`src/hbb_pkg.sv`:
```
// Shared types and constants for the horizontal box blur with alpha blend.
// Used by hbb_front, hbb_queue, hbb_back, the top level, both checkers and the testbench.
package hbb_pkg;

    localparam int MAX_RADIUS_DEFAULT = 20;
    localparam int QUEUE_DEPTH        = 4;

    localparam int STRENGTH_W = 7;
    localparam logic [STRENGTH_W-1:0] STRENGTH_MAX = 7'd100;

    // Field widths sized for the largest supported radius (63)
    localparam int PEND_W = 7;
    localparam int RAD_W  = 6;
    localparam int EMIT_W = 6;
    localparam logic [EMIT_W-1:0] EMIT_SAT = 6'd63;

    // x/5 for x <= 100 as (x*205) >> 10
    localparam int DIV5_MUL   = 205;
    localparam int DIV5_W     = 15;
    localparam int DIV5_SHIFT = 10;

    // Blend: x/100 for x <= 25500 as (x*5243) >> 19
    localparam int BLEND_SCALE   = 100;
    localparam int MIX_W         = 15;
    localparam int DIV100_MUL    = 5243;
    localparam int DIV100_MUL_W  = 13;
    localparam int DIV100_SHIFT  = 19;
    localparam int CHAN_MAX      = 255;

    typedef struct packed {
        logic [7:0] in_red;
        logic [7:0] in_green;
        logic [7:0] in_blue;
        logic [7:0] in_alpha;
        logic       row_end;
    } in_pixel_t;

    typedef struct packed {
        logic [7:0] out_red;
        logic [7:0] out_green;
        logic [7:0] out_blue;
        logic [7:0] out_alpha;
        logic       out_row_end;
    } out_pixel_t;

    typedef struct packed {
        logic [7:0] alpha;
        logic [7:0] red;
        logic [7:0] green;
        logic [7:0] blue;
    } pix_t;

    // One accepted pixel and the outputs it releases
    typedef struct packed {
        pix_t                  pix;
        logic                  row_end;
        logic [PEND_W-1:0]     pend;
        logic [EMIT_W-1:0]     emitted;
        logic [RAD_W-1:0]      radius;
        logic [STRENGTH_W-1:0] weight;
        logic [PEND_W-1:0]     count;
    } job_t;

    typedef enum logic [2:0] {
        BK_IDLE,
        BK_SETUP,
        BK_READ,
        BK_DIV,
        BK_MIX,
        BK_SCALE,
        BK_EMIT
    } back_state_t;

endpackage

```
`src/hbb_front.sv`:
```
// Front end: strength register, input acceptance, row bookkeeping.
// Turns each pixel into a job for the back end. Depends on hbb_pkg.
module hbb_front
    import hbb_pkg::*;
#(
    parameter int MAX_RADIUS = MAX_RADIUS_DEFAULT
) (
    input  logic                  aclk,
    input  logic                  aresetn,
    input  logic                  cfg_wr_en,
    input  logic [STRENGTH_W-1:0] cfg_wr_data,
    input  logic                  s_valid,
    output logic                  s_ready,
    input  in_pixel_t             s_data,
    output logic                  job_valid,
    input  logic                  job_ready,
    output job_t                  job
);

    localparam logic [PEND_W-1:0] PEND_CAP = PEND_W'(MAX_RADIUS + 1);
    localparam logic [RAD_W-1:0]  RAD_MAX  = RAD_W'(MAX_RADIUS);
    localparam int                SUM_W    = PEND_W + 1;

    logic [STRENGTH_W-1:0] strength_reg;
    logic [PEND_W-1:0]     pend_reg, pend_next;
    logic [EMIT_W-1:0]     emit_reg, emit_next;

    logic [STRENGTH_W-1:0] eff;
    logic [DIV5_W-1:0]     div5_prod;
    logic [RAD_W-1:0]      rad_raw, radius;
    logic [PEND_W-1:0]     pend_now, count;
    logic [SUM_W-1:0]      emit_sum;
    logic                  accept;

    always_comb begin
        eff       = (strength_reg > STRENGTH_MAX) ? STRENGTH_MAX : strength_reg;
        div5_prod = DIV5_W'(eff) * DIV5_W'(DIV5_MUL);
        rad_raw   = RAD_W'(div5_prod[DIV5_W-1:DIV5_SHIFT]);
        priority if (eff == '0) begin
            radius = '0;
        end else if (rad_raw == '0) begin
            radius = RAD_W'(1);
        end else if (rad_raw > RAD_MAX) begin
            radius = RAD_MAX;
        end else begin
            radius = rad_raw;
        end

        pend_now = (pend_reg < PEND_CAP) ? pend_reg + PEND_W'(1) : pend_reg;
        if (s_data.row_end) begin
            count = pend_now;
        end else if (pend_now > PEND_W'(radius)) begin
            count = pend_now - PEND_W'(radius);
        end else begin
            count = '0;
        end

        emit_sum  = SUM_W'(emit_reg) + SUM_W'(count);
        emit_next = s_data.row_end ? '0
                  : (emit_sum > SUM_W'(EMIT_SAT)) ? EMIT_SAT : emit_sum[EMIT_W-1:0];
        pend_next = s_data.row_end ? '0 : pend_now - count;
    end

    assign s_ready   = job_ready;
    assign job_valid = s_valid;
    assign accept    = s_valid & job_ready;

    always_comb begin
        job.pix.alpha = s_data.in_alpha;
        job.pix.red   = s_data.in_red;
        job.pix.green = s_data.in_green;
        job.pix.blue  = s_data.in_blue;
        job.row_end   = s_data.row_end;
        job.pend      = pend_now;
        job.emitted   = emit_reg;
        job.radius    = radius;
        job.weight    = eff;
        job.count     = count;
    end

    always_ff @(posedge aclk) begin
        if (!aresetn) begin
            strength_reg <= '0;
            pend_reg     <= '0;
            emit_reg     <= '0;
        end else begin
            if (cfg_wr_en) begin
                strength_reg <= cfg_wr_data;
            end
            if (accept) begin
                pend_reg <= pend_next;
                emit_reg <= emit_next;
            end
        end
    end

endmodule

```
`src/hbb_queue.sv`:
```
// Short job queue between the front and back ends.
// Depends on hbb_pkg for the job type.
module hbb_queue
    import hbb_pkg::*;
#(
    parameter int DEPTH = QUEUE_DEPTH
) (
    input  logic aclk,
    input  logic aresetn,
    input  logic push_valid,
    output logic push_ready,
    input  job_t push_data,
    output logic pop_valid,
    input  logic pop_ready,
    output job_t pop_data
);

    localparam int PTR_W = (DEPTH > 1) ? $clog2(DEPTH) : 1;
    localparam int CNT_W = $clog2(DEPTH + 1);
    localparam logic [PTR_W-1:0] LAST_PTR = PTR_W'(DEPTH - 1);
    localparam logic [CNT_W-1:0] FULL_CNT = CNT_W'(DEPTH);

    job_t             entries_reg [DEPTH];
    logic [PTR_W-1:0] wr_ptr_reg, rd_ptr_reg;
    logic [CNT_W-1:0] fill_reg;
    logic             push, pop;

    assign push_ready = (fill_reg != FULL_CNT);
    assign pop_valid  = (fill_reg != '0);
    assign pop_data   = entries_reg[rd_ptr_reg];
    assign push       = push_valid & push_ready;
    assign pop        = pop_valid & pop_ready;

    always_ff @(posedge aclk) begin
        if (push) begin
            entries_reg[wr_ptr_reg] <= push_data;
        end
    end

    always_ff @(posedge aclk) begin
        if (!aresetn) begin
            wr_ptr_reg <= '0;
            rd_ptr_reg <= '0;
            fill_reg   <= '0;
        end else begin
            if (push) begin
                wr_ptr_reg <= (wr_ptr_reg == LAST_PTR) ? '0 : wr_ptr_reg + PTR_W'(1);
            end
            if (pop) begin
                rd_ptr_reg <= (rd_ptr_reg == LAST_PTR) ? '0 : rd_ptr_reg + PTR_W'(1);
            end
            if (push && !pop) begin
                fill_reg <= fill_reg + CNT_W'(1);
            end else if (pop && !push) begin
                fill_reg <= fill_reg - CNT_W'(1);
            end
        end
    end

endmodule

```
`src/hbb_back.sv`:
```
// Back end: pixel ring memory, serial window sum, bit-serial divide by the
// window count, blend and output register. Depends on hbb_pkg.
module hbb_back
    import hbb_pkg::*;
#(
    parameter int MAX_RADIUS = MAX_RADIUS_DEFAULT
) (
    input  logic       aclk,
    input  logic       aresetn,
    input  logic       job_valid,
    output logic       job_ready,
    input  job_t       job,
    output logic       m_valid,
    input  logic       m_ready,
    output out_pixel_t m_data
);

    localparam int RING_DEPTH = 2 * MAX_RADIUS + 1;
    localparam int ADDR_W     = $clog2(RING_DEPTH);
    localparam int CNT_W      = $clog2(RING_DEPTH + 1);
    localparam int SUM_W      = $clog2(RING_DEPTH * CHAN_MAX + 1);
    localparam int STEP_W     = $clog2(SUM_W + 1);
    localparam int PROD_W     = MIX_W + DIV100_MUL_W;
    localparam int Q_W        = PROD_W - DIV100_SHIFT;

    localparam logic [ADDR_W-1:0]     LAST_ADDR   = ADDR_W'(RING_DEPTH - 1);
    localparam logic [ADDR_W:0]       RING_SPAN   = (ADDR_W + 1)'(RING_DEPTH);
    localparam logic [ADDR_W:0]       BACK_OFS    = (ADDR_W + 1)'(RING_DEPTH - 1);
    localparam logic [STEP_W-1:0]     LAST_STEP   = STEP_W'(SUM_W - 1);
    localparam logic [STRENGTH_W-1:0] FULL_WEIGHT = STRENGTH_W'(BLEND_SCALE);
    localparam logic [Q_W-1:0]        Q_MAX       = Q_W'(CHAN_MAX);

    function automatic logic [7:0] chan_of(pix_t p, int c);
        logic [7:0] v;
        if (c == 0) begin
            v = p.red;
        end else if (c == 1) begin
            v = p.green;
        end else begin
            v = p.blue;
        end
        return v;
    endfunction

    back_state_t state_reg, state_next;

    pix_t ring_mem [RING_DEPTH];
    pix_t rd_data_reg;

    logic [ADDR_W-1:0]     head_reg;
    logic                  row_end_reg;
    logic [PEND_W-1:0]     pend_reg;
    logic [EMIT_W-1:0]     emit_reg;
    logic [RAD_W-1:0]      rad_reg;
    logic [STRENGTH_W-1:0] weight_reg;
    logic [PEND_W-1:0]     count_reg;

    logic [ADDR_W-1:0] rd_addr_reg;
    logic [CNT_W-1:0]  rd_rem_reg;
    logic              rd_valid_reg;
    logic [CNT_W-1:0]  ret_idx_reg;
    logic [RAD_W-1:0]  left_reg;
    logic [CNT_W-1:0]  cnt_reg;
    logic [STEP_W-1:0] step_reg;
    pix_t              centre_reg;

    logic [SUM_W-1:0] sum_reg [3];
    logic [CNT_W-1:0] rem_reg [3];
    logic [MIX_W-1:0] mix_reg [3];
    logic [7:0]       res_reg [3];

    logic       m_valid_reg;
    out_pixel_t m_data_reg;

    logic ring_we, rd_en, out_load;

    // Window geometry of the output at hand
    logic [PEND_W-1:0] d0;
    logic [RAD_W-1:0]  right_w, left_w;
    logic [CNT_W-1:0]  cnt_w;
    logic [ADDR_W:0]   reach, start_raw;
    logic [ADDR_W-1:0] start_addr;

    always_comb begin
        d0         = pend_reg - PEND_W'(1);
        right_w    = (d0 < PEND_W'(rad_reg)) ? RAD_W'(d0) : rad_reg;
        left_w     = (emit_reg < EMIT_W'(rad_reg)) ? RAD_W'(emit_reg) : rad_reg;
        cnt_w      = CNT_W'(left_w) + CNT_W'(right_w) + CNT_W'(1);
        reach      = (ADDR_W + 1)'(d0) + (ADDR_W + 1)'(left_w);
        start_raw  = (ADDR_W + 1)'(head_reg) + BACK_OFS - reach;
        start_addr = (start_raw >= RING_SPAN) ? ADDR_W'(start_raw - RING_SPAN)
                                              : ADDR_W'(start_raw);
    end

    // One restoring divide step per channel
    logic [CNT_W:0]   shifted [3];
    logic             fits    [3];
    logic [CNT_W-1:0] rem_new [3];
    logic [PROD_W-1:0] prod   [3];
    logic [Q_W-1:0]    quot   [3];

    always_comb begin
        for (int c = 0; c < 3; c++) begin
            shifted[c] = {rem_reg[c], sum_reg[c][SUM_W-1]};
            fits[c]    = (shifted[c] >= {1'b0, cnt_reg});
            rem_new[c] = fits[c] ? CNT_W'(shifted[c] - {1'b0, cnt_reg})
                                 : shifted[c][CNT_W-1:0];
            prod[c]    = PROD_W'(mix_reg[c]) * PROD_W'(DIV100_MUL);
            quot[c]    = prod[c][PROD_W-1:DIV100_SHIFT];
        end
    end

    always_comb begin
        state_next = state_reg;
        job_ready  = 1'b0;
        ring_we    = 1'b0;
        rd_en      = 1'b0;
        out_load   = 1'b0;
        unique case (state_reg)
            BK_IDLE: begin
                job_ready = 1'b1;
                if (job_valid) begin
                    ring_we = 1'b1;
                    if (job.count != '0) begin
                        state_next = BK_SETUP;
                    end
                end
            end
            BK_SETUP: state_next = BK_READ;
            BK_READ: begin
                rd_en = (rd_rem_reg != '0);
                // leave once every read has come back
                if (rd_rem_reg == '0 && !rd_valid_reg) begin
                    state_next = BK_DIV;
                end
            end
            BK_DIV: begin
                if (step_reg == LAST_STEP) begin
                    state_next = BK_MIX;
                end
            end
            BK_MIX:   state_next = BK_SCALE;
            BK_SCALE: state_next = BK_EMIT;
            BK_EMIT: begin
                out_load = !m_valid_reg || m_ready;
                if (out_load) begin
                    state_next = (count_reg == PEND_W'(1)) ? BK_IDLE : BK_SETUP;
                end
            end
            default: state_next = BK_IDLE;
        endcase
    end

    always_ff @(posedge aclk) begin
        if (!aresetn) begin
            state_reg <= BK_IDLE;
        end else begin
            state_reg <= state_next;
        end
    end

    always_ff @(posedge aclk) begin
        if (!aresetn) begin
            head_reg     <= '0;
            rd_valid_reg <= 1'b0;
            m_valid_reg  <= 1'b0;
        end else begin
            rd_valid_reg <= rd_en;
            if (ring_we) begin
                head_reg <= (head_reg == LAST_ADDR) ? '0 : head_reg + ADDR_W'(1);
            end
            if (out_load) begin
                m_valid_reg <= 1'b1;
            end else if (m_ready) begin
                m_valid_reg <= 1'b0;
            end
        end
    end

    always_ff @(posedge aclk) begin
        if (ring_we) begin
            ring_mem[head_reg] <= job.pix;
        end
        if (rd_en) begin
            rd_data_reg <= ring_mem[rd_addr_reg];
        end
    end

    always_ff @(posedge aclk) begin
        unique case (state_reg)
            BK_IDLE: begin
                if (job_valid) begin
                    row_end_reg <= job.row_end;
                    pend_reg    <= job.pend;
                    emit_reg    <= job.emitted;
                    rad_reg     <= job.radius;
                    weight_reg  <= job.weight;
                    count_reg   <= job.count;
                end
            end
            BK_SETUP: begin
                rd_addr_reg <= start_addr;
                rd_rem_reg  <= cnt_w;
                cnt_reg     <= cnt_w;
                left_reg    <= left_w;
                ret_idx_reg <= '0;
                step_reg    <= '0;
                for (int c = 0; c < 3; c++) begin
                    sum_reg[c] <= '0;
                    rem_reg[c] <= '0;
                end
            end
            BK_READ: begin
                if (rd_en) begin
                    rd_addr_reg <= (rd_addr_reg == LAST_ADDR) ? '0
                                                              : rd_addr_reg + ADDR_W'(1);
                    rd_rem_reg  <= rd_rem_reg - CNT_W'(1);
                end
                if (rd_valid_reg) begin
                    for (int c = 0; c < 3; c++) begin
                        sum_reg[c] <= sum_reg[c] + SUM_W'(chan_of(rd_data_reg, c));
                    end
                    ret_idx_reg <= ret_idx_reg + CNT_W'(1);
                    // reads run oldest first, so the centre sits left_reg in
                    if (ret_idx_reg == CNT_W'(left_reg)) begin
                        centre_reg <= rd_data_reg;
                    end
                end
            end
            BK_DIV: begin
                for (int c = 0; c < 3; c++) begin
                    sum_reg[c] <= {sum_reg[c][SUM_W-2:0], fits[c]};
                    rem_reg[c] <= rem_new[c];
                end
                step_reg <= step_reg + STEP_W'(1);
            end
            BK_MIX: begin
                for (int c = 0; c < 3; c++) begin
                    mix_reg[c] <= MIX_W'(chan_of(centre_reg, c))
                                      * MIX_W'(FULL_WEIGHT - weight_reg)
                                + MIX_W'(sum_reg[c][7:0]) * MIX_W'(weight_reg);
                end
            end
            BK_SCALE: begin
                for (int c = 0; c < 3; c++) begin
                    res_reg[c] <= (quot[c] > Q_MAX) ? 8'hFF : quot[c][7:0];
                end
            end
            BK_EMIT: begin
                if (out_load) begin
                    m_data_reg.out_red     <= res_reg[0];
                    m_data_reg.out_green   <= res_reg[1];
                    m_data_reg.out_blue    <= res_reg[2];
                    m_data_reg.out_alpha   <= centre_reg.alpha;
                    m_data_reg.out_row_end <= row_end_reg && (pend_reg == PEND_W'(1));
                    pend_reg  <= pend_reg - PEND_W'(1);
                    count_reg <= count_reg - PEND_W'(1);
                    if (emit_reg < EMIT_SAT) begin
                        emit_reg <= emit_reg + EMIT_W'(1);
                    end
                end
            end
            default: ;
        endcase
    end

    assign m_valid = m_valid_reg;
    assign m_data  = m_data_reg;

endmodule

```
`src/horizontal_box_blur_blend.sv`:
```
// Flow: an item enters the job queue at its accepting edge; the back end then takes each
// result through the serial window read, the bit-serial divide (SUM_W = 14 at a radius
// limit of 20), blend and output register. Throughput: items are taken one per cycle
// until the 4-entry queue fills; beyond that the pace is set by the back end, which pops
// a job only when idle: by its serial window read on one ring memory port and its divider.
// Reset: synchronous, active low; clears strength, row counts, queue and output valid.
module horizontal_box_blur_blend
    import hbb_pkg::*;
#(
    parameter int MAX_RADIUS = MAX_RADIUS_DEFAULT
) (
    input  logic                  aclk,
    input  logic                  aresetn,
    input  logic                  cfg_wr_en,
    input  logic [STRENGTH_W-1:0] cfg_wr_data,
    input  logic                  s_valid,
    output logic                  s_ready,
    input  in_pixel_t             s_data,
    output logic                  m_valid,
    input  logic                  m_ready,
    output out_pixel_t            m_data
);

    logic push_valid, push_ready, pop_valid, pop_ready;
    job_t push_job, pop_job;

    hbb_front #(
        .MAX_RADIUS(MAX_RADIUS)
    ) u_front (
        .aclk       (aclk),
        .aresetn    (aresetn),
        .cfg_wr_en  (cfg_wr_en),
        .cfg_wr_data(cfg_wr_data),
        .s_valid    (s_valid),
        .s_ready    (s_ready),
        .s_data     (s_data),
        .job_valid  (push_valid),
        .job_ready  (push_ready),
        .job        (push_job)
    );

    hbb_queue #(
        .DEPTH(QUEUE_DEPTH)
    ) u_queue (
        .aclk      (aclk),
        .aresetn   (aresetn),
        .push_valid(push_valid),
        .push_ready(push_ready),
        .push_data (push_job),
        .pop_valid (pop_valid),
        .pop_ready (pop_ready),
        .pop_data  (pop_job)
    );

    hbb_back #(
        .MAX_RADIUS(MAX_RADIUS)
    ) u_back (
        .aclk     (aclk),
        .aresetn  (aresetn),
        .job_valid(pop_valid),
        .job_ready(pop_ready),
        .job      (pop_job),
        .m_valid  (m_valid),
        .m_ready  (m_ready),
        .m_data   (m_data)
    );

endmodule

```
`config.mk`:
```
export PLATFORM = sky130hd
export DESIGN_NAME = horizontal_box_blur_blend
export DESIGN_NICKNAME = d
export VERILOG_FILES = /design/src/hbb_pkg.sv /design/src/hbb_front.sv /design/src/hbb_queue.sv /design/src/hbb_back.sv /design/src/horizontal_box_blur_blend.sv
export SDC_FILE = /design/constraint.sdc
export NUM_CORES = 2
export LEC_CHECK = 0
export ABC_CLOCK_PERIOD_IN_PS = 7300
export BUFFER_PORTS_ARGS = -buffer_cell sky130_fd_sc_hd__buf_4
export CAP_MARGIN = 15
export CORE_MARGIN = 4
export CORE_UTILIZATION = 25
export CTS_BUF_LIST = sky130_fd_sc_hd__clkbuf_16
export DETAILED_ROUTE_END_ITERATION = 16
export GPL_TIMING_DRIVEN = 0
export PLACE_DENSITY = 0.48
export SYNTH_ARGS = -nofsm -noshare
export SYNTH_HDL_FRONTEND = slang
export SYNTH_SLANG_ARGS = --single-unit
```
`constraint.sdc`:
```
create_clock -name aclk -period 7.3 [get_ports aclk]
set_input_delay 1.095 -clock aclk [delete_from_list [all_inputs] [get_ports aclk]]
set_output_delay 1.095 -clock aclk [all_outputs]
set_load 0.1 [all_outputs]
```
==> metrics.csv <==
stage,metric,value,unit
synth,post-synthesis async set-or-reset flop share,0,%
placed_design,I/O Buffers,78,
sta,Worst slew margin,19.4,%
clock_network,total CTS buffers,200,
synth,sequential share of the synthesized area,57.0,%
synth,XOR/XNOR share of the synthesized area,1.69,%
clock_network,H-tree lvl count,4,
setup_path,Worst Path Max Fanout,6,
synth,mapped cell area,99600,sq um
hold_path,Hold Startpoint,u_back.rd_data_reg[25],
grt,total congestion overflow,0,
grt,largest net degree at the start of global routing,47,
grt,vias in the first global route,57147,
synth,Compound-Gate Fraction of Synth Area,2.96,%
placed_design,global placer's final weighted congestion,0.793,
sta,Fmax,0.135,GHz
sta,max-slew violations,0,
grt,grt met3 use,1.77,%
grt,initial antenna violation count,9,
sta,Final Hold Viols,0,
final_layout,Multi-input gate area,39600,sq um
grt,met1 Use GR,16.1,%
die,Initial Utilization,25.1,%
die,chip height,639,um
clock_network,TritonCTS clock tree,yes,
synth,"EDFF count, synth",1865,
setup_path,crit path DAT,8200,ps
sta,fin crit share,102,%
setup_path,Critical Path Source Type,flop,
clock_network,clock insertion delay at the later pin of the skew report,880,ps
grt,first-pass GRT wire length,372000,um
detailed_routing,drt first pass iters,5,
setup_path,Worst R2R Setup Slack,-130,ps
detailed_routing,Initial DRC Count,3611,
setup_path,critical path capture point type,flop,
sta,Final setup viols,6,
clock_network,Clock transition at path regs,70,ps
grt,Global Route Usage Sum,12.0,%
sta,RSZ-0062 raised after global routing,yes,
grt,gr busiest metal,met2,
setup_path,CP peak stage delay,550,ps
clock_network,root buffer cell,clkbuf_16,
synth,share of the synthesized area in the top cell type,56.2,%
detailed_routing,DRC viols,0,
run_status,failing checks,negative setup slack,
setup_path,CP Class,reg2reg,
synth,Post-Synthesis Cells,6336,
clock_network,CTS Buffer Depth,4,
setup_path,"Slowest-stage cell, CP",fa_1,
synth,mux share of post-synthesis cell area,11.1,%
sta,Fin Clk Skew,104,ps
detailed_routing,total number of vias,52813,
synth,"top cells by area, synth","edfxtp_1 (56%), fa_1 (11%), mux4_2 (10%)",
hold_path,Hold WC Path Type,reg2reg,
synth,syn avg cell area,15.7,sq um
synth,"count leader, synth",edfxtp_1,
detailed_routing,DRT antenna net count,0,
final_layout,Largest register FFs,1312,
synth,synth cell count leaders,"edfxtp_1 (1865), inv_1 (893), ha_1 (582)",
synth,Syn. warnings,0,
die,die width,639,um
die,row count,231,
synth,leading area contributor after synthesis,edfxtp_1,
placed_design,Placed Cells,11728,
final_layout,fin cells,12151,
final_layout,Final nets,7913,
synth,Synth cell types,79,
grt,M2 GR Usage,20.6,%
run_status,run status,"finished, violations left",
detailed_routing,DR vias/cell,4.35,
die,Ports,80,
die,full die area,409000,sq um
setup_path,Crit Reg-Reg Endpoint,u_front.emit_reg[3],
sta,Worst-Margin Slew,1210,ps
detailed_routing,WL final,248000,um
synth,"Top FF cell, synth",edfxtp_1,
final_layout,Area Overhead vs Synth,16.5,%
die,Core Area,397000,sq um
placed_design,Detail Placement HPWL,181000,um
synth,Adder-Cell Fraction of Synth Area,18.0,%
final_layout,# fillers,39584,
synth,Synth Area in Simple Gates,4.96,%
synth,Yosys reg bits,1905,
setup_path,"Req. time, crit path",8070,ps
job,max_cap viols,0,
sta,Final WS setup,-131,ps
setup_path,worst r2r src,u_front.strength_reg[6],
clock_network,Sink Count,1905,
synth,largest family of logic cells by synthesized area,adder cells,
sta,min Tclk post-route,7430,ps
final_layout,share of layout cells above drive strength 1,17.0,%
detailed_routing,DR WL/cell,20.4,um
hold_path,Hold Crit Endpoint,u_back.centre_reg[25],
setup_path,worst reg2reg path depth,39,
hold_path,hold depth,0,
final_layout,Register Area,56800,sq um
==> layout make-up <==
| cell class | count | share of cell area (%) |
|---|---|---|
| Sequential cell | 1905 | 49.0 |
| Buffer | 199 | 0.772 |
| Clock buffer | 201 | 4.34 |
| Antenna cell | 5 | 0.0108 |
| Timing Repair Buffer | 220 | 2.19 |
| Inverter | 895 | 2.90 |
| Tap cell | 5242 | 5.65 |
| Clock inverter | 152 | 1.03 |
| Multi-Input combinational cell | 3332 | 34.1 |
==> critical path, delay by kind of cell (launching register included) <==
kind            cells  cell delay (ps)
compound gates     15             2740
simple gates        9             1080
buf+inv             6              530
flops               1              370
fa+ha+maj           7             2260
xor+xnor            2              400
==> how the worst max path moves through the flow <==
| stage | from | to | cells past startpoint |
|---|---|---|---|
| final | u_front.strength_reg[6] | u_front.emit_reg[3] | 39 |
| after global routing | u_front.strength_reg[6] | u_front.emit_reg[3] | 39 |
| after CTS | u_front.strength_reg[5] | u_front.emit_reg[3] | 35 |
| after detailed placement | u_back.weight_reg[0] | u_back.mix_reg[0][13] | 28 |
| after global placement | u_back.weight_reg[0] | u_back.mix_reg[0][28] | 27 |
| after floorplan | u_front.strength_reg[5] | u_front.emit_reg[3] | 36 |
==> metal layers <==
layer,wire (um),part of all wire [%]
met3,11000,4.5
met1,110000,44
met2,122000,49
met4,5070,2.0
met5,0,0
==> per-stage QoR <==
stage	setup slack [ps]	util, %	hold WS, ps	area [sq um]	setup TNS (ps)
after floorplan	7.59	-	400	99700	0
after global placement	-2190	26.9	402	107000	-79200
after detailed placement	-2240	27.4	405	109000	-53350
after CTS	3.16	29.1	327	116000	0
after global routing	-461	29.3	360	116000	-2910
final	-131	29.3	389	116000	-726
==> cell usage in the layout, fill, tap and decap left out, types with 14 or more instances in the layout <==
master and count:
clkbuf_1 121, mux2i_1 88, a21o_1 49, o21ai_0 161
nand3_1 44, clkinv_2 31, nor2b_1 51, edfxtp_1 1865
xor2_1 47, nand2b_1 30, nor3_1 39, and3_1 20
o21ai_1 14, nor2_4 42, buf_4 153, fa_1 526
clkinv_1 45, a211oi_1 18, and2_1 204, buf_2 36
buf_12 33, or3_1 15, ha_1 562, nor2_1 116
inv_1 919, buf_16 19, nand4_1 17, ha_4 20
xnor2_1 134, mux4_2 449, nand2_1 371, buf_1 25
dfxtp_1 35, clkbuf_16 202, a21oi_1 86, bufinv_16 17
==> cell families after synthesis <==
| family | after synthesis |
|---|---|
| other | 1 |
| DFF | 1905 |
| AOI/OAI and AO/OA | 464 |
| buffers and inverters | 1100 |
| and+or+nand+nor | 1014 |
| xor gates and xnor gates | 190 |
| muxes | 547 |
| adders and majority gates | 1115 |
==> timing repair <==
item                       CTS  global route
setup buffers               52            18
pin swaps                   36            45
setup endpoints to repair   45            22
gates resized for setup     99            75
hold buffers                 0             0
Power is not shown: default switching activity piles up to over one toggle a cycle in this logic, so the estimate is an artifact.
